$ cat src/design/detection_row_decoder_top_assert.svh
// assertion macros for the detection row decoder top level
// depends on nothing; included by detection_row_decoder_top.sv
`ifndef DETECTION_ROW_DECODER_TOP_ASSERT_SVH
`define DETECTION_ROW_DECODER_TOP_ASSERT_SVH

// same-cycle implication, checked at every rising edge out of reset
`define DRD_ASSERT_HOLDS(label, clk, rst_n, ante, cons, msg) \
    label: assert property (@(posedge clk) disable iff (!rst_n) (ante) |-> (cons)) \
        else $error(msg);

// next-cycle implication
`define DRD_ASSERT_NEXT(label, clk, rst_n, ante, cons, msg) \
    label: assert property (@(posedge clk) disable iff (!rst_n) (ante) |=> (cons)) \
        else $error(msg);

`endif

$ cat src/design/drd_pkg.sv
// shared constants, config register map, config struct and arithmetic helpers
// for the detection row decoder; depends on nothing
`timescale 1ns / 1ps
`default_nettype none

package drd_pkg;

    localparam int FRAC_BITS    = 16;
    localparam int MAX_CLASSES  = 80;
    localparam int BOX_FIELDS   = 5;
    localparam int COORDS       = BOX_FIELDS - 1;
    localparam int ROW_LAST_MAX = MAX_CLASSES + BOX_FIELDS - 1;
    localparam int POS_W        = $clog2(ROW_LAST_MAX + 1);
    localparam int CLS_W        = 7;
    localparam int CNT_W        = 7;
    localparam int THR_W        = 16;
    localparam int OUT_W        = 16;
    localparam int DATA_W       = 32;
    localparam int REG_COUNT    = 8;
    localparam int ADDR_W       = $clog2(REG_COUNT * 4);
    localparam int IDX_W        = $clog2(REG_COUNT);

    // scaled coordinate width after dropping the fraction bits of a 64-bit product
    localparam int FIX_W    = 64 - FRAC_BITS;
    localparam int HI_W     = FIX_W - 32;
    localparam int EDGE_W   = FIX_W + 2;
    localparam int FULL_W   = HI_W + 65;
    localparam int MAG_W    = 33;
    localparam int MUL_B_W  = 32;
    localparam int PROD_W   = MAG_W + MUL_B_W;

    localparam logic [63:0] SAT_POS = 64'h7FFF_FFFF_FFFF_FFFF;

    // register indexes
    localparam logic [IDX_W-1:0] REG_SCORE_THRESHOLD = IDX_W'(0);
    localparam logic [IDX_W-1:0] REG_INV_SCALE_X     = IDX_W'(1);
    localparam logic [IDX_W-1:0] REG_INV_SCALE_Y     = IDX_W'(2);
    localparam logic [IDX_W-1:0] REG_PAD_X           = IDX_W'(3);
    localparam logic [IDX_W-1:0] REG_PAD_Y           = IDX_W'(4);
    localparam logic [IDX_W-1:0] REG_RATIO_W         = IDX_W'(5);
    localparam logic [IDX_W-1:0] REG_RATIO_H         = IDX_W'(6);
    localparam logic [IDX_W-1:0] REG_CLASS_COUNT     = IDX_W'(7);

    // reset values
    localparam logic [THR_W-1:0]  RST_SCORE_THRESHOLD = THR_W'(16384);
    localparam logic [DATA_W-1:0] RST_UNITY           = DATA_W'(65536);
    localparam logic [DATA_W-1:0] RST_PAD             = '0;
    localparam logic [CNT_W-1:0]  RST_CLASS_COUNT     = CNT_W'(80);

    typedef struct packed {
        logic [THR_W-1:0]         score_threshold;
        logic [DATA_W-1:0]        inv_scale_x;
        logic [DATA_W-1:0]        inv_scale_y;
        logic signed [DATA_W-1:0] pad_x;
        logic signed [DATA_W-1:0] pad_y;
        logic [DATA_W-1:0]        ratio_w;
        logic [DATA_W-1:0]        ratio_h;
        logic [CNT_W-1:0]         class_count;
    } cfg_t;

    // product magnitude limited to the signed 64-bit maximum
    function automatic logic [63:0] sat_mag(input logic [PROD_W-1:0] mag);
        if (mag > PROD_W'(SAT_POS)) begin
            return SAT_POS;
        end
        return mag[63:0];
    endfunction

    function automatic logic [OUT_W-1:0] clamp_u16(input logic [63:0] v);
        if (v > 64'(16'hFFFF)) begin
            return '1;
        end
        return v[OUT_W-1:0];
    endfunction

    // round(x - w/2) in pixels, half away from zero, clamped to 0..65535
    function automatic logic [OUT_W-1:0] edge_round(input logic [FIX_W-1:0] x,
                                                    input logic [FIX_W-1:0] w);
        logic [EDGE_W-1:0] v;
        logic [EDGE_W-1:0] s;
        v = {x[FIX_W-1], x, 1'b0} - {{2{w[FIX_W-1]}}, w};
        s = v + (EDGE_W'(1) << FRAC_BITS);
        if (v[EDGE_W-1]) begin
            return '0;
        end
        return clamp_u16(64'(s >> (FRAC_BITS + 1)));
    endfunction

    // size times ratio from two partial products, saturated then rounded
    function automatic logic [OUT_W-1:0] ratio_round(input logic [PROD_W-1:0] hi,
                                                     input logic [63:0] lo);
        logic [FULL_W-1:0] full;
        logic [63:0]       ps;
        logic [63:0]       rs;
        full = {1'b0, hi[HI_W+31:0], 32'b0} + FULL_W'(lo);
        if (full > FULL_W'(SAT_POS)) begin
            ps = SAT_POS;
        end else begin
            ps = full[63:0];
        end
        rs = (ps + (64'd1 << (2 * FRAC_BITS - 1))) >> (2 * FRAC_BITS);
        return clamp_u16(rs);
    endfunction

endpackage

`default_nettype wire

$ cat src/design/detection_row_decoder_top.sv
// detection row decoder top level: row tracking, decision sequencer, result register
// depends on drd_pkg, drd_cfg, drd_mul and detection_row_decoder_top_assert.svh
//
//   channel | ports                       | role
//   --------+-----------------------------+------------------------------------------
//   s_      | s_valid s_ready s_tensor_*  | one tensor value per item, row order
//   m_      | m_valid m_ready m_class_id..| one box item per kept row
//   apb     | psel penable pwrite paddr.. | eight 32-bit registers at 4*index
//
// every value but a row's last is taken as soon as it is valid
// the last value of a row holds s_ready low while one shared 33x32 multiplier works
//   the product, x, y, w, h and two partial products per size;
//   a row dropped on objectness ends in S_P, one dropped on the product in S_X
// a finished box waits in the output register; only the next row's finish stalls on it
// reset (synchronous, active low) clears the row position, the sequencer and m_valid
`timescale 1ns / 1ps
`default_nettype none

`include "detection_row_decoder_top_assert.svh"

module detection_row_decoder_top (
    input  wire logic                        aclk,
    input  wire logic                        aresetn,
    // tensor value stream
    input  wire logic                        s_valid,
    output logic                             s_ready,
    input  wire logic signed [31:0]          s_tensor_value,
    // box results
    output logic                             m_valid,
    input  wire logic                        m_ready,
    output logic [drd_pkg::CLS_W-1:0]        m_class_id,
    output logic [drd_pkg::OUT_W-1:0]        m_confidence,
    output logic [drd_pkg::OUT_W-1:0]        m_box_left,
    output logic [drd_pkg::OUT_W-1:0]        m_box_top,
    output logic [drd_pkg::OUT_W-1:0]        m_box_width,
    output logic [drd_pkg::OUT_W-1:0]        m_box_height,
    // configuration port
    input  wire logic                        psel,
    input  wire logic                        penable,
    input  wire logic                        pwrite,
    input  wire logic [drd_pkg::ADDR_W-1:0]  paddr,
    input  wire logic [drd_pkg::DATA_W-1:0]  pwdata,
    output logic      [drd_pkg::DATA_W-1:0]  prdata,
    output logic                             pready
);

    localparam int PW  = drd_pkg::POS_W;
    localparam int CW  = drd_pkg::CLS_W;
    localparam int CNW = drd_pkg::CNT_W;
    localparam int FW  = drd_pkg::FIX_W;
    localparam int F   = drd_pkg::FRAC_BITS;
    localparam int MW  = drd_pkg::MAG_W;

    // sequencer: states S_P to S_HH each issue one use of the shared multiplier
    typedef enum logic [11:0] {
        S_RUN = 12'b0000_0000_0001,  // taking tensor values
        S_P   = 12'b0000_0000_0010,  // objectness check, issue score * objectness
        S_X   = 12'b0000_0000_0100,  // product check, issue (cx - pad_x) * inv_x
        S_Y   = 12'b0000_0000_1000,  // store x, issue (cy - pad_y) * inv_y
        S_W   = 12'b0000_0001_0000,  // store y, issue w * inv_x
        S_H   = 12'b0000_0010_0000,  // store w, issue h * inv_y
        S_WL  = 12'b0000_0100_0000,  // store h, issue low part of |w| * ratio_w
        S_WH  = 12'b0000_1000_0000,  // hold low part, issue high part
        S_HL  = 12'b0001_0000_0000,  // width and edges, issue low part of |h| * ratio_h
        S_HH  = 12'b0010_0000_0000,  // hold low part, issue high part
        S_FIN = 12'b0100_0000_0000,  // height
        S_OUT = 12'b1000_0000_0000   // hand the box to the output register
    } state_t;

    drd_pkg::cfg_t cfg;

    state_t state_reg, state_next;
    logic [PW-1:0] pos_reg, pos_next;

    // row payload
    logic signed [31:0] box_reg [drd_pkg::COORDS];
    logic signed [31:0] box_next [drd_pkg::COORDS];
    logic signed [31:0] obj_reg, obj_next;
    logic signed [31:0] best_reg, best_next;
    logic [CW-1:0]      class_reg, class_next;

    // decision work registers
    logic [FW-1:0]               x_reg, x_next, y_reg, y_next;
    logic [FW-1:0]               w_reg, w_next, h_reg, h_next;
    logic [63:0]                 acc_reg, acc_next;
    logic [drd_pkg::OUT_W-1:0]   conf_reg, conf_next;
    logic [drd_pkg::OUT_W-1:0]   left_reg, left_next, top_reg, top_next;
    logic [drd_pkg::OUT_W-1:0]   width_reg, width_next, height_reg, height_next;

    // output register
    logic                        m_valid_reg, m_valid_next;
    logic [CW-1:0]               m_class_reg, m_class_next;
    logic [drd_pkg::OUT_W-1:0]   m_conf_reg, m_conf_next;
    logic [drd_pkg::OUT_W-1:0]   m_left_reg, m_left_next, m_top_reg, m_top_next;
    logic [drd_pkg::OUT_W-1:0]   m_width_reg, m_width_next, m_height_reg, m_height_next;

    // shared multiplier
    logic [MW-1:0]               mul_a;
    logic [31:0]                 mul_b;
    logic                        mul_neg;
    logic [drd_pkg::PROD_W-1:0]  p_mag;
    logic                        p_neg;
    logic [63:0]                 mul_mag;
    logic signed [63:0]          mul_res;
    logic [FW-1:0]               mul_scaled;

    logic [PW-1:0]      eff_classes;
    logic [PW-1:0]      row_last;
    logic               obj_below;
    logic [63:0]        thr_prod;
    logic               prod_low;
    logic [31:0]        best_mag, obj_mag;
    logic signed [MW-1:0] dx, dy;
    logic [MW-1:0]      dx_mag, dy_mag;
    logic [31:0]        win_mag, hin_mag;
    logic [FW-1:0]      w_mag, h_mag;
    logic               out_free;

    drd_cfg u_cfg (
        .aclk    (aclk),
        .aresetn (aresetn),
        .psel    (psel),
        .penable (penable),
        .pwrite  (pwrite),
        .paddr   (paddr),
        .pwdata  (pwdata),
        .prdata  (prdata),
        .pready  (pready),
        .cfg     (cfg)
    );

    drd_mul u_mul (
        .aclk  (aclk),
        .a_mag (mul_a),
        .b_mag (mul_b),
        .neg   (mul_neg),
        .p_mag (p_mag),
        .p_neg (p_neg)
    );

    // class count of 0 acts as 1, above the maximum acts as the maximum
    always_comb begin
        if (cfg.class_count == '0) begin
            eff_classes = PW'(1);
        end else if (cfg.class_count > CNW'(drd_pkg::MAX_CLASSES)) begin
            eff_classes = PW'(drd_pkg::MAX_CLASSES);
        end else begin
            eff_classes = PW'(cfg.class_count);
        end
    end
    assign row_last = eff_classes + PW'(drd_pkg::BOX_FIELDS - 1);

    // signed view of the registered product, saturated to the 64-bit range
    assign mul_mag    = drd_pkg::sat_mag(p_mag);
    assign mul_res    = p_neg ? -$signed(mul_mag) : $signed(mul_mag);
    assign mul_scaled = FW'(mul_res >>> F);

    // objectness against the threshold, then score * objectness against threshold << 16
    assign obj_below = obj_reg < $signed(32'(cfg.score_threshold));
    assign thr_prod  = 64'(cfg.score_threshold) << (2 * F - 16);
    assign prod_low  = mul_res < $signed(thr_prod);

    // operand magnitudes
    assign best_mag = best_reg[31] ? 32'(-best_reg) : 32'(best_reg);
    assign obj_mag  = obj_reg[31] ? 32'(-obj_reg) : 32'(obj_reg);
    assign dx       = {box_reg[0][31], box_reg[0]} - {cfg.pad_x[31], cfg.pad_x};
    assign dy       = {box_reg[1][31], box_reg[1]} - {cfg.pad_y[31], cfg.pad_y};
    assign dx_mag   = dx[MW-1] ? MW'(-dx) : MW'(dx);
    assign dy_mag   = dy[MW-1] ? MW'(-dy) : MW'(dy);
    assign win_mag  = box_reg[2][31] ? 32'(-box_reg[2]) : 32'(box_reg[2]);
    assign hin_mag  = box_reg[3][31] ? 32'(-box_reg[3]) : 32'(box_reg[3]);
    assign w_mag    = w_reg[FW-1] ? -w_reg : w_reg;
    assign h_mag    = h_reg[FW-1] ? -h_reg : h_reg;

    assign out_free = !m_valid_reg || m_ready;

    always_comb begin
        state_next  = state_reg;
        pos_next    = pos_reg;
        box_next    = box_reg;
        obj_next    = obj_reg;
        best_next   = best_reg;
        class_next  = class_reg;
        x_next      = x_reg;
        y_next      = y_reg;
        w_next      = w_reg;
        h_next      = h_reg;
        acc_next    = acc_reg;
        conf_next   = conf_reg;
        left_next   = left_reg;
        top_next    = top_reg;
        width_next  = width_reg;
        height_next = height_reg;
        mul_a       = '0;
        mul_b       = '0;
        mul_neg     = 1'b0;

        m_valid_next  = m_valid_reg && !m_ready;
        m_class_next  = m_class_reg;
        m_conf_next   = m_conf_reg;
        m_left_next   = m_left_reg;
        m_top_next    = m_top_reg;
        m_width_next  = m_width_reg;
        m_height_next = m_height_reg;

        case (state_reg)
            S_RUN: begin
                if (s_valid) begin
                    // route the value by its place in the row
                    if (pos_reg < PW'(drd_pkg::COORDS)) begin
                        box_next[pos_reg[1:0]] = s_tensor_value;
                    end else if (pos_reg == PW'(drd_pkg::COORDS)) begin
                        obj_next = s_tensor_value;
                    end else if (pos_reg == PW'(drd_pkg::BOX_FIELDS)) begin
                        best_next  = s_tensor_value;
                        class_next = '0;
                    end else if (s_tensor_value > best_reg) begin
                        // strict compare keeps the lowest index on ties
                        best_next  = s_tensor_value;
                        class_next = CW'(pos_reg - PW'(drd_pkg::BOX_FIELDS));
                    end
                    // a shortened class count ends the row at once
                    if (pos_reg >= row_last) begin
                        pos_next   = '0;
                        state_next = S_P;
                    end else begin
                        pos_next = pos_reg + PW'(1);
                    end
                end
            end
            S_P: begin
                mul_a   = {1'b0, best_mag};
                mul_b   = obj_mag;
                mul_neg = best_reg[31] ^ obj_reg[31];
                state_next = obj_below ? S_RUN : S_X;
            end
            S_X: begin
                conf_next = drd_pkg::clamp_u16(64'(mul_res) >> (2 * F - 16));
                mul_a     = dx_mag;
                mul_b     = cfg.inv_scale_x;
                mul_neg   = dx[MW-1];
                state_next = prod_low ? S_RUN : S_Y;
            end
            S_Y: begin
                x_next     = mul_scaled;
                mul_a      = dy_mag;
                mul_b      = cfg.inv_scale_y;
                mul_neg    = dy[MW-1];
                state_next = S_W;
            end
            S_W: begin
                y_next     = mul_scaled;
                mul_a      = {1'b0, win_mag};
                mul_b      = cfg.inv_scale_x;
                mul_neg    = box_reg[2][31];
                state_next = S_H;
            end
            S_H: begin
                w_next     = mul_scaled;
                mul_a      = {1'b0, hin_mag};
                mul_b      = cfg.inv_scale_y;
                mul_neg    = box_reg[3][31];
                state_next = S_WL;
            end
            S_WL: begin
                h_next     = mul_scaled;
                mul_a      = {1'b0, w_mag[31:0]};
                mul_b      = cfg.ratio_w;
                state_next = S_WH;
            end
            S_WH: begin
                acc_next   = p_mag[63:0];
                mul_a      = MW'(w_mag[FW-1:32]);
                mul_b      = cfg.ratio_w;
                state_next = S_HL;
            end
            S_HL: begin
                // negative size scales to a negative value, clamped to zero
                width_next = w_reg[FW-1] ? '0 : drd_pkg::ratio_round(p_mag, acc_reg);
                left_next  = drd_pkg::edge_round(x_reg, w_reg);
                top_next   = drd_pkg::edge_round(y_reg, h_reg);
                mul_a      = {1'b0, h_mag[31:0]};
                mul_b      = cfg.ratio_h;
                state_next = S_HH;
            end
            S_HH: begin
                acc_next   = p_mag[63:0];
                mul_a      = MW'(h_mag[FW-1:32]);
                mul_b      = cfg.ratio_h;
                state_next = S_FIN;
            end
            S_FIN: begin
                height_next = h_reg[FW-1] ? '0 : drd_pkg::ratio_round(p_mag, acc_reg);
                state_next  = S_OUT;
            end
            S_OUT: begin
                // wait for room in the output register
                if (out_free) begin
                    m_valid_next  = 1'b1;
                    m_class_next  = class_reg;
                    m_conf_next   = conf_reg;
                    m_left_next   = left_reg;
                    m_top_next    = top_reg;
                    m_width_next  = width_reg;
                    m_height_next = height_reg;
                    state_next    = S_RUN;
                end
            end
            default: begin
                state_next = S_RUN;
            end
        endcase
    end

    // control state
    always_ff @(posedge aclk) begin
        if (!aresetn) begin
            state_reg   <= S_RUN;
            pos_reg     <= '0;
            m_valid_reg <= 1'b0;
        end else begin
            state_reg   <= state_next;
            pos_reg     <= pos_next;
            m_valid_reg <= m_valid_next;
        end
    end

    // payload
    always_ff @(posedge aclk) begin
        box_reg      <= box_next;
        obj_reg      <= obj_next;
        best_reg     <= best_next;
        class_reg    <= class_next;
        x_reg        <= x_next;
        y_reg        <= y_next;
        w_reg        <= w_next;
        h_reg        <= h_next;
        acc_reg      <= acc_next;
        conf_reg     <= conf_next;
        left_reg     <= left_next;
        top_reg      <= top_next;
        width_reg    <= width_next;
        height_reg   <= height_next;
        m_class_reg  <= m_class_next;
        m_conf_reg   <= m_conf_next;
        m_left_reg   <= m_left_next;
        m_top_reg    <= m_top_next;
        m_width_reg  <= m_width_next;
        m_height_reg <= m_height_next;
    end

    assign s_ready      = (state_reg == S_RUN);
    assign m_valid      = m_valid_reg;
    assign m_class_id   = m_class_reg;
    assign m_confidence = m_conf_reg;
    assign m_box_left   = m_left_reg;
    assign m_box_top    = m_top_reg;
    assign m_box_width  = m_width_reg;
    assign m_box_height = m_height_reg;

    // row position never runs past the longest row
    `DRD_ASSERT_HOLDS(a_pos_range, aclk, aresetn, 1'b1, pos_reg <= PW'(drd_pkg::ROW_LAST_MAX), "row position out of range")
    // the sequencer only runs between rows
    `DRD_ASSERT_HOLDS(a_pos_idle, aclk, aresetn, state_reg != S_RUN, pos_reg == '0, "sequencer busy mid-row")
    // low objectness drops the row without further work
    `DRD_ASSERT_NEXT(a_obj_drop, aclk, aresetn, (state_reg == S_P) && obj_below, state_reg == S_RUN, "low objectness row not dropped")
    // a new box only comes from the hand-off state
    `DRD_ASSERT_HOLDS(a_out_src, aclk, aresetn, $rose(m_valid_reg), $past(state_reg) == S_OUT, "result raised outside hand-off")

endmodule

`default_nettype wire

$ cat src/design/drd_mul.sv
// shared magnitude multiplier with registered product and sign
// depends on drd_pkg
`timescale 1ns / 1ps
`default_nettype none

module drd_mul (
    input  wire logic                        aclk,
    input  wire logic [drd_pkg::MAG_W-1:0]   a_mag,
    input  wire logic [drd_pkg::MUL_B_W-1:0] b_mag,
    input  wire logic                        neg,
    output logic      [drd_pkg::PROD_W-1:0]  p_mag,
    output logic                             p_neg
);

    logic [drd_pkg::PROD_W-1:0] prod_reg;
    logic [drd_pkg::PROD_W-1:0] prod_next;
    logic                       neg_reg;

    always_comb begin
        prod_next = {{drd_pkg::MUL_B_W{1'b0}}, a_mag} * {{drd_pkg::MAG_W{1'b0}}, b_mag};
    end

    always_ff @(posedge aclk) begin
        prod_reg <= prod_next;
        neg_reg  <= neg;
    end

    assign p_mag = prod_reg;
    assign p_neg = neg_reg;

endmodule

`default_nettype wire

$ cat src/design/drd_cfg.sv
// apb-style configuration registers of the detection row decoder
// depends on drd_pkg
`timescale 1ns / 1ps
`default_nettype none

module drd_cfg (
    input  wire logic                       aclk,
    input  wire logic                       aresetn,
    input  wire logic                       psel,
    input  wire logic                       penable,
    input  wire logic                       pwrite,
    input  wire logic [drd_pkg::ADDR_W-1:0] paddr,
    input  wire logic [drd_pkg::DATA_W-1:0] pwdata,
    output logic      [drd_pkg::DATA_W-1:0] prdata,
    output logic                            pready,
    output drd_pkg::cfg_t                   cfg
);

    drd_pkg::cfg_t                 cfg_reg;
    drd_pkg::cfg_t                 cfg_next;
    logic [drd_pkg::IDX_W-1:0]     reg_idx;
    logic                          wr_en;

    assign reg_idx = paddr[drd_pkg::ADDR_W-1:2];
    assign wr_en   = psel & penable & pwrite;
    assign pready  = 1'b1;

    always_comb begin
        cfg_next = cfg_reg;
        if (wr_en) begin
            case (reg_idx)
                drd_pkg::REG_SCORE_THRESHOLD:
                    cfg_next.score_threshold = pwdata[drd_pkg::THR_W-1:0];
                drd_pkg::REG_INV_SCALE_X: cfg_next.inv_scale_x = pwdata;
                drd_pkg::REG_INV_SCALE_Y: cfg_next.inv_scale_y = pwdata;
                drd_pkg::REG_PAD_X:       cfg_next.pad_x       = pwdata;
                drd_pkg::REG_PAD_Y:       cfg_next.pad_y       = pwdata;
                drd_pkg::REG_RATIO_W:     cfg_next.ratio_w     = pwdata;
                drd_pkg::REG_RATIO_H:     cfg_next.ratio_h     = pwdata;
                drd_pkg::REG_CLASS_COUNT:
                    cfg_next.class_count = pwdata[drd_pkg::CNT_W-1:0];
                default: cfg_next = cfg_reg;
            endcase
        end
    end

    always_ff @(posedge aclk) begin
        if (!aresetn) begin
            cfg_reg.score_threshold <= drd_pkg::RST_SCORE_THRESHOLD;
            cfg_reg.inv_scale_x     <= drd_pkg::RST_UNITY;
            cfg_reg.inv_scale_y     <= drd_pkg::RST_UNITY;
            cfg_reg.pad_x           <= drd_pkg::RST_PAD;
            cfg_reg.pad_y           <= drd_pkg::RST_PAD;
            cfg_reg.ratio_w         <= drd_pkg::RST_UNITY;
            cfg_reg.ratio_h         <= drd_pkg::RST_UNITY;
            cfg_reg.class_count     <= drd_pkg::RST_CLASS_COUNT;
        end else begin
            cfg_reg <= cfg_next;
        end
    end

    always_comb begin
        case (reg_idx)
            drd_pkg::REG_SCORE_THRESHOLD:
                prdata = drd_pkg::DATA_W'(cfg_reg.score_threshold);
            drd_pkg::REG_INV_SCALE_X: prdata = cfg_reg.inv_scale_x;
            drd_pkg::REG_INV_SCALE_Y: prdata = cfg_reg.inv_scale_y;
            drd_pkg::REG_PAD_X:       prdata = cfg_reg.pad_x;
            drd_pkg::REG_PAD_Y:       prdata = cfg_reg.pad_y;
            drd_pkg::REG_RATIO_W:     prdata = cfg_reg.ratio_w;
            drd_pkg::REG_RATIO_H:     prdata = cfg_reg.ratio_h;
            drd_pkg::REG_CLASS_COUNT: prdata = drd_pkg::DATA_W'(cfg_reg.class_count);
            default:                  prdata = '0;
        endcase
    end

    assign cfg = cfg_reg;

endmodule

`default_nettype wire

$ cat config.mk
export PLATFORM = sky130hd
export DESIGN_NAME = detection_row_decoder_top
export DESIGN_NICKNAME = d
export VERILOG_FILES = /design/src/design/drd_pkg.sv /design/src/design/detection_row_decoder_top.sv /design/src/design/drd_mul.sv /design/src/design/drd_cfg.sv
export VERILOG_INCLUDE_DIRS = /design/src /design/src/design
export SDC_FILE = /design/constraint.sdc
export NUM_CORES = 2
export LEC_CHECK = 0
export BUFFER_PORTS_ARGS = -buffer_cell sky130_fd_sc_hd__clkbuf_2
export CELL_PAD_IN_SITES_DETAIL_PLACEMENT = 2
export CELL_PAD_IN_SITES_GLOBAL_PLACEMENT = 2
export CORE_UTILIZATION = 40
export CTS_CLUSTER_DIAMETER = 60
export DETAILED_ROUTE_END_ITERATION = 8
export PLACE_DENSITY = 0.79
export SETUP_SLACK_MARGIN = 0.02
export SLEW_MARGIN = 0
export SYNTH_ARGS = -nofsm -noshare
export SYNTH_HDL_FRONTEND = slang
export SYNTH_SLANG_ARGS = --single-unit
$ cat constraint.sdc
create_clock -name aclk -period 16.9 [get_ports aclk]
set_input_delay 3.38 -clock aclk [delete_from_list [all_inputs] [get_ports aclk]]
set_output_delay 3.38 -clock aclk [all_outputs]
set_load 0.02 [all_outputs]
* Word level (Yosys, flattened, before mapping)
Index checks and enable logic that the tools add are counted.
Storage, ports and cells: output and inout bits 122, bits in registers 923, logic and storage cells 196, bits of input ports 76
Cells by class: add/subtract/negate cells 21, bitwise operators 6, muxes and demuxes 66, reduce and logical (&&, ||, !) cells 27, multipliers 1, equality and inequality tests 24, order comparisons 15
Operators by type and width (count):
- $mux W64 | 6
- $pmux W33 S9 | 1
- $pmux W32 S8 | 1
- $mux W16 | 14
- $mux W32 | 7
- $pmux W32 S5 | 1
- $pmux W12 S12 | 1
- $add A64 B32 Y64 const B | 2
- $bwmux W128 | 1
- $neg A32 Y32 | 4
- $add A50 B17 Y50 const B | 2
- $sub A49 B48 Y50 | 2
- $mux W48 | 2
- $neg A48 Y48 | 2
- $add A80 B64 Y81 | 1
- $gt A81 B63 Y1 const B | 1
- $gt A33 B16 Y1 const B | 2
- $mux W33 | 2
- $neg A33 Y33 | 2
- $sub A32 B32 Y33 | 2
- $gt A65 B63 Y1 const B | 1
- $mul A33 B32 Y65 | 1
- $demux W32 S2 | 1
- $gt A32 B16 Y1 const B | 2
- 52 further kinds | 99

* Depth between registers and ports, before layout
depth in word-level cells 9, gate-level depth with buffers 53, mapped depth without buffers 50

* Cells and area by module
A second synthesis with hierarchy kept.
Unflattened totals: cell total of the unflattened synthesis 9637, area, all modules 89983.8 um^2
Modules (own cells, without submodules):
- detection_row_decoder_top | cells each 4700, area each 44820.5 um^2, sequential area each 18147.4 um^2, times used 1
- drd_mul | cells each 3933, area each 35540.3 um^2, sequential area each 1321.3 um^2, times used 1
- drd_cfg | cells each 1004, area each 9623.0 um^2, sequential area each 4304.1 um^2, times used 1

* Worst setup path after synthesis
No wires, ideal clock.
path kind register to register, start register u_cfg.cfg_reg, in the netlist u_cfg.cfg[104], end register u_mul.prod_reg, in the netlist u_mul.p_mag[61], arrival 11482 ps, path slack 5346 ps, cell stages (with the launch flop) 47, setup time 72 ps, path buffers 1, path through dfxtp_1 -> inv_1 -> ha_1 -> nor2b_1 -> o21a_1 -> o21ai_1 -> a21oi_1 -> or3_1 -> a2111oi_2 -> o211ai_1 -> or2_2 -> or2_2 -> or3b_1 -> o31ai_1 -> xor2_1 -> nor2_1 -> nor4_2 -> buf_2 -> [... 11 more ...] -> fa_1 -> inv_1 -> ha_1 -> a21o_1 -> a21o_1 -> a21o_1 -> a21oi_1 -> nor2_1 -> a21oi_1 -> o211a_1 -> o311ai_0 -> a21oi_1 -> o21a_1 -> o2111ai_1 -> o2111a_1 -> a221o_1 -> a21boi_0 -> xnor2_1
Between the ends: longest elaborated chain between the ends 5
RTL lines:
- from (decl) | line drd_cfg.sv:19 | drd_pkg::cfg_t cfg_reg;
- from (signal assigned) | line drd_cfg.sv:58 | cfg_reg <= cfg_next;
- $sub A32 B32 Y33 * | line detection_row_decoder_top.sv:166 | assign dx = {box_reg[0][31], box_reg[0]} - {cfg.pad_x[31], cfg.pad_x};
- $neg A33 Y33 | line detection_row_decoder_top.sv:168 | assign dx_mag = dx[MW-1] ? MW'(-dx) : MW'(dx);
- $mux W33 * | line detection_row_decoder_top.sv:168
- $pmux W33 S9 * | line detection_row_decoder_top.sv:206 | case (state_reg)
- $mul A33 B32 Y65 * | line drd_mul.sv:20 | prod_next = {{drd_pkg::MUL_B_W{1'b0}}, a_mag} * {{drd_pkg::MAG_W{1'b0}}, b_mag};
- named net u_mul.prod_next, one bit | line drd_mul.sv:16 | logic [drd_pkg::PROD_W-1:0] prod_next;
- to (signal assigned) | line drd_mul.sv:24 | prod_reg <= prod_next;
- to (decl) | line drd_mul.sv:15 | logic [drd_pkg::PROD_W-1:0] prod_reg;
Mark *: on every way through the listed nets, which the timed path passes. The rest lies on a longest branch. A chain may end at the register's enable or synchronous reset.

* Final worst setup path
start register u_cfg.cfg_reg, in the netlist u_cfg.cfg[103], end register u_mul.prod_reg, in the netlist u_mul.p_mag[64]
The elaborated chain is that of the path after synthesis.

==> run metrics <==
width of the die=472 µm; worst min-delay path class=register to register; max reg flops=215; Core Region=220000 µm²; 1st-iter DRT viols=5930; remaining antenna violation count=0; CTS HTree Levels=3; Post-synth ARST share=0%; status=complete, no violations; initial antenna violation count=44; TritonCTS Sinks=892; CP Capture Type=register; Syn-to-layout area delta=9.23%; Worst-Margin Slew=1370 ps; Mapped Area=88300 µm²; CP most frequent cell=fa_1; NumNets Final=11.3k; via/cell ratio=6.05; largest net degree at the start of global routing=115; Post-Layout Cell Count=12.8k; max-cap violations=0; final setup margin=2310 ps; dpl ws=2670 ps; Clock Pin Slew Worst Setup and Hold Paths=60 ps; Top FF cell, synth=edfxtp_1; Setup Viol. Count Final=0; critical path's slowest cell=clkinv_1; area post-placement=92900 µm²; first-pass GRT wire length=576000 µm; Util after Layout=44.0%; DP HPWL=301000 µm; Rows=172; global route overflow=0; CTS Root Cell=clkbuf_16; Post-CTS Setup Repair Bufs=0; Achievable Freq=0.0685 GHz; GRT Total Usage=34.9%; GP Congestion=0.927; routed len/inst=30.7 µm; Max IR drop VDD=0.0862 mV; RSZ-0062 raised after global routing=false; vias in the first global route=85.6k; setup TNS=0 ps; DR vias=77.2k; CTS buffer count=109; Clock Path Buffers=3; CP arrival=15290 ps; CTS tree=yes; average cell area after synthesis=9.03 µm²; Clock Skew=67.7 ps; Starting Density=40.2%; top cells by area, synth=fa_1 (21%), edfxtp_1 (20%), ha_1 (7.7%), dfxtp_1 (6.8%), inv_1 (5.9%); Final Max Slew Viols=0; Post-Route WL=392000 µm; PwrDens=51.9 nW/µm²; share of post-route cells with drive strength above 1=7.21%; I/O Pins=198; Req. time, crit path=17600 ps; post-synthesis sequential area ratio=26.9%; Worst-Skew Late Latency=820 ps; synthesis warning total=0; Synth Instances=9781; area share of the largest cell type after synthesis=21.1%; slowest stage delay, CP=730 ps; type of the worst setup path=register to register; largest area contributor in the netlist=fa_1; die height=472 µm; Finished Cell Area=96500 µm²; CP Launch Type=register; Slew Limit Headroom=8.99%; Die Area=223000 µm²; Hold Vio Cnt, Final=0; fin crit share=86.4%; DR pass1 iterations=5; Inst Count DP=12.6k; Final min period=14590 ps; Resize count post-CTS=0; drt drc=0; number of enable flip-flop cells after synthesis=591; Yosys reg bits=892; Synth Net Count=11.3k; post-synth cell types=99; CTS hold repair buffers=0; Static Leakage=41.0 nW; CP max FO=23; IO buf count=194
per-stage QoR:
| stage | hold slack (ps) | total power [mW] |
|---|---|---|
| 2_1_floorplan | 400 | 2.56 |
| 3_3_place_gp | 401 | 2.67 |
| 3_5_place_dp | 405 | 2.68 |
| 4_1_cts | 402 | 5.03 |
| 5_1_grt | 412 | 5.13 |
| 6_report | 407 | 5.01 |
Yosys cell counts, drive strengths merged, types with 82 or more instances:
| cell | n |
|---|---|
| xnor2 | 322 |
| xor2 | 193 |
| nand2 | 1356 |
| and2 | 158 |
| nor3 | 123 |
| nand3 | 149 |
| nand2b | 82 |
| o21ai | 337 |
| ha | 542 |
| a21oi | 397 |
| or3 | 89 |
| a21o | 151 |
| dfxtp | 301 |
| nor2 | 704 |
| a21boi | 221 |
| fa | 929 |
| inv | 1392 |
| nand4 | 97 |
| edfxtp | 591 |
| clkbuf | 402 |
| o31ai | 87 |
layer usage:
metal  up-vias  track usage (%)  routed length (µm)
li1      32700                -                   -
met1     40500             44.0              157000
met2      3067             57.3              183000
met3       935             5.65               27700
met4        14             18.6               23500
met5         -                0                  80
kinds of logic (layout without fill, tap and decap cells):
| family | Yosys count | in the layout | synth area share (%) |
|---|---|---|---|
| xor+xnor | 515 | 515 | 5.11 |
| simple gates | 3077 | 3077 | 16.0 |
| other cells | 1 | 9 | 0.00425 |
| compound gates | 1906 | 1906 | 14.6 |
| buf+inv | 1857 | 1961 | 7.95 |
| flops | 892 | 892 | 26.9 |
| mux | 62 | 62 | 0.773 |
| fa+ha+maj | 1471 | 1471 | 28.7 |
where the power goes:
group | total (mW) | leakage [nW] | internal (mW) | switching, mW
Combinational | 0.316 | 31.4 | 0.0968 | 0.219
Sequential | 2.33 | 7.95 | 2.32 | 0.0101
Clock | 2.36 | 1.72 | 1.29 | 1.08
layout by cell type (no fill, tap or decap), drive strengths merged, types with 68 or more instances in the layout:
| cell | count |
|---|---|
| nor2 | 704 |
| a21o | 151 |
| buf | 167 |
| dfxtp | 301 |
| inv | 1412 |
| o31ai | 87 |
| nand3 | 149 |
| o22ai | 70 |
| a21boi | 221 |
| nand4 | 97 |
| fa | 929 |
| xor2 | 193 |
| edfxtp | 591 |
| and2 | 158 |
| clkbuf | 334 |
| nand2 | 1356 |
| o21ai | 337 |
| a31oi | 68 |
| a21oi | 397 |
| nand2b | 82 |
| nor3 | 123 |
| or3 | 89 |
| xnor2 | 322 |
| ha | 542 |
worst paths after layout:
check,start,depth (start not counted),slack (ps),endpoint
max,u_cfg.cfg[103]$_SDFFE_PN0P_,47,2310,u_mul.p_mag[64]$_DFF_P_
min,conf_reg[13]$_SDFFCE_PN1P_,0,410,m_confidence[13]$_DFFE_PP_
max reg2reg,u_cfg.cfg[103]$_SDFFE_PN0P_,47,2310,u_mul.p_mag[64]$_DFF_P_
min reg2reg,conf_reg[13]$_SDFFCE_PN1P_,0,410,m_confidence[13]$_DFFE_PP_
cell type report:
class / count / area [µm²]
Fill cell: 23900 / 123000
Multi-Input combinational cell: 7032 / 58100
Sequential cell: 892 / 23800
Inverter: 1399 / 5250
Tap cell: 2871 / 3590
Clock buffer: 141 / 2910
Timing Repair Buffer: 360 / 2220
Clock inverter: 61 / 643
Antenna cell: 8 / 20.0
critical path, delay by kind of cell, from the launching register on:
family	cells	cell delay [ps]
buf+inv	8	1620
xor+xnor	2	270
fa+ha+maj	11	5360
flops	1	400
simple gates	6	1270
compound gates	20	5530
Note: power is estimated with default switching activity, not from simulation.
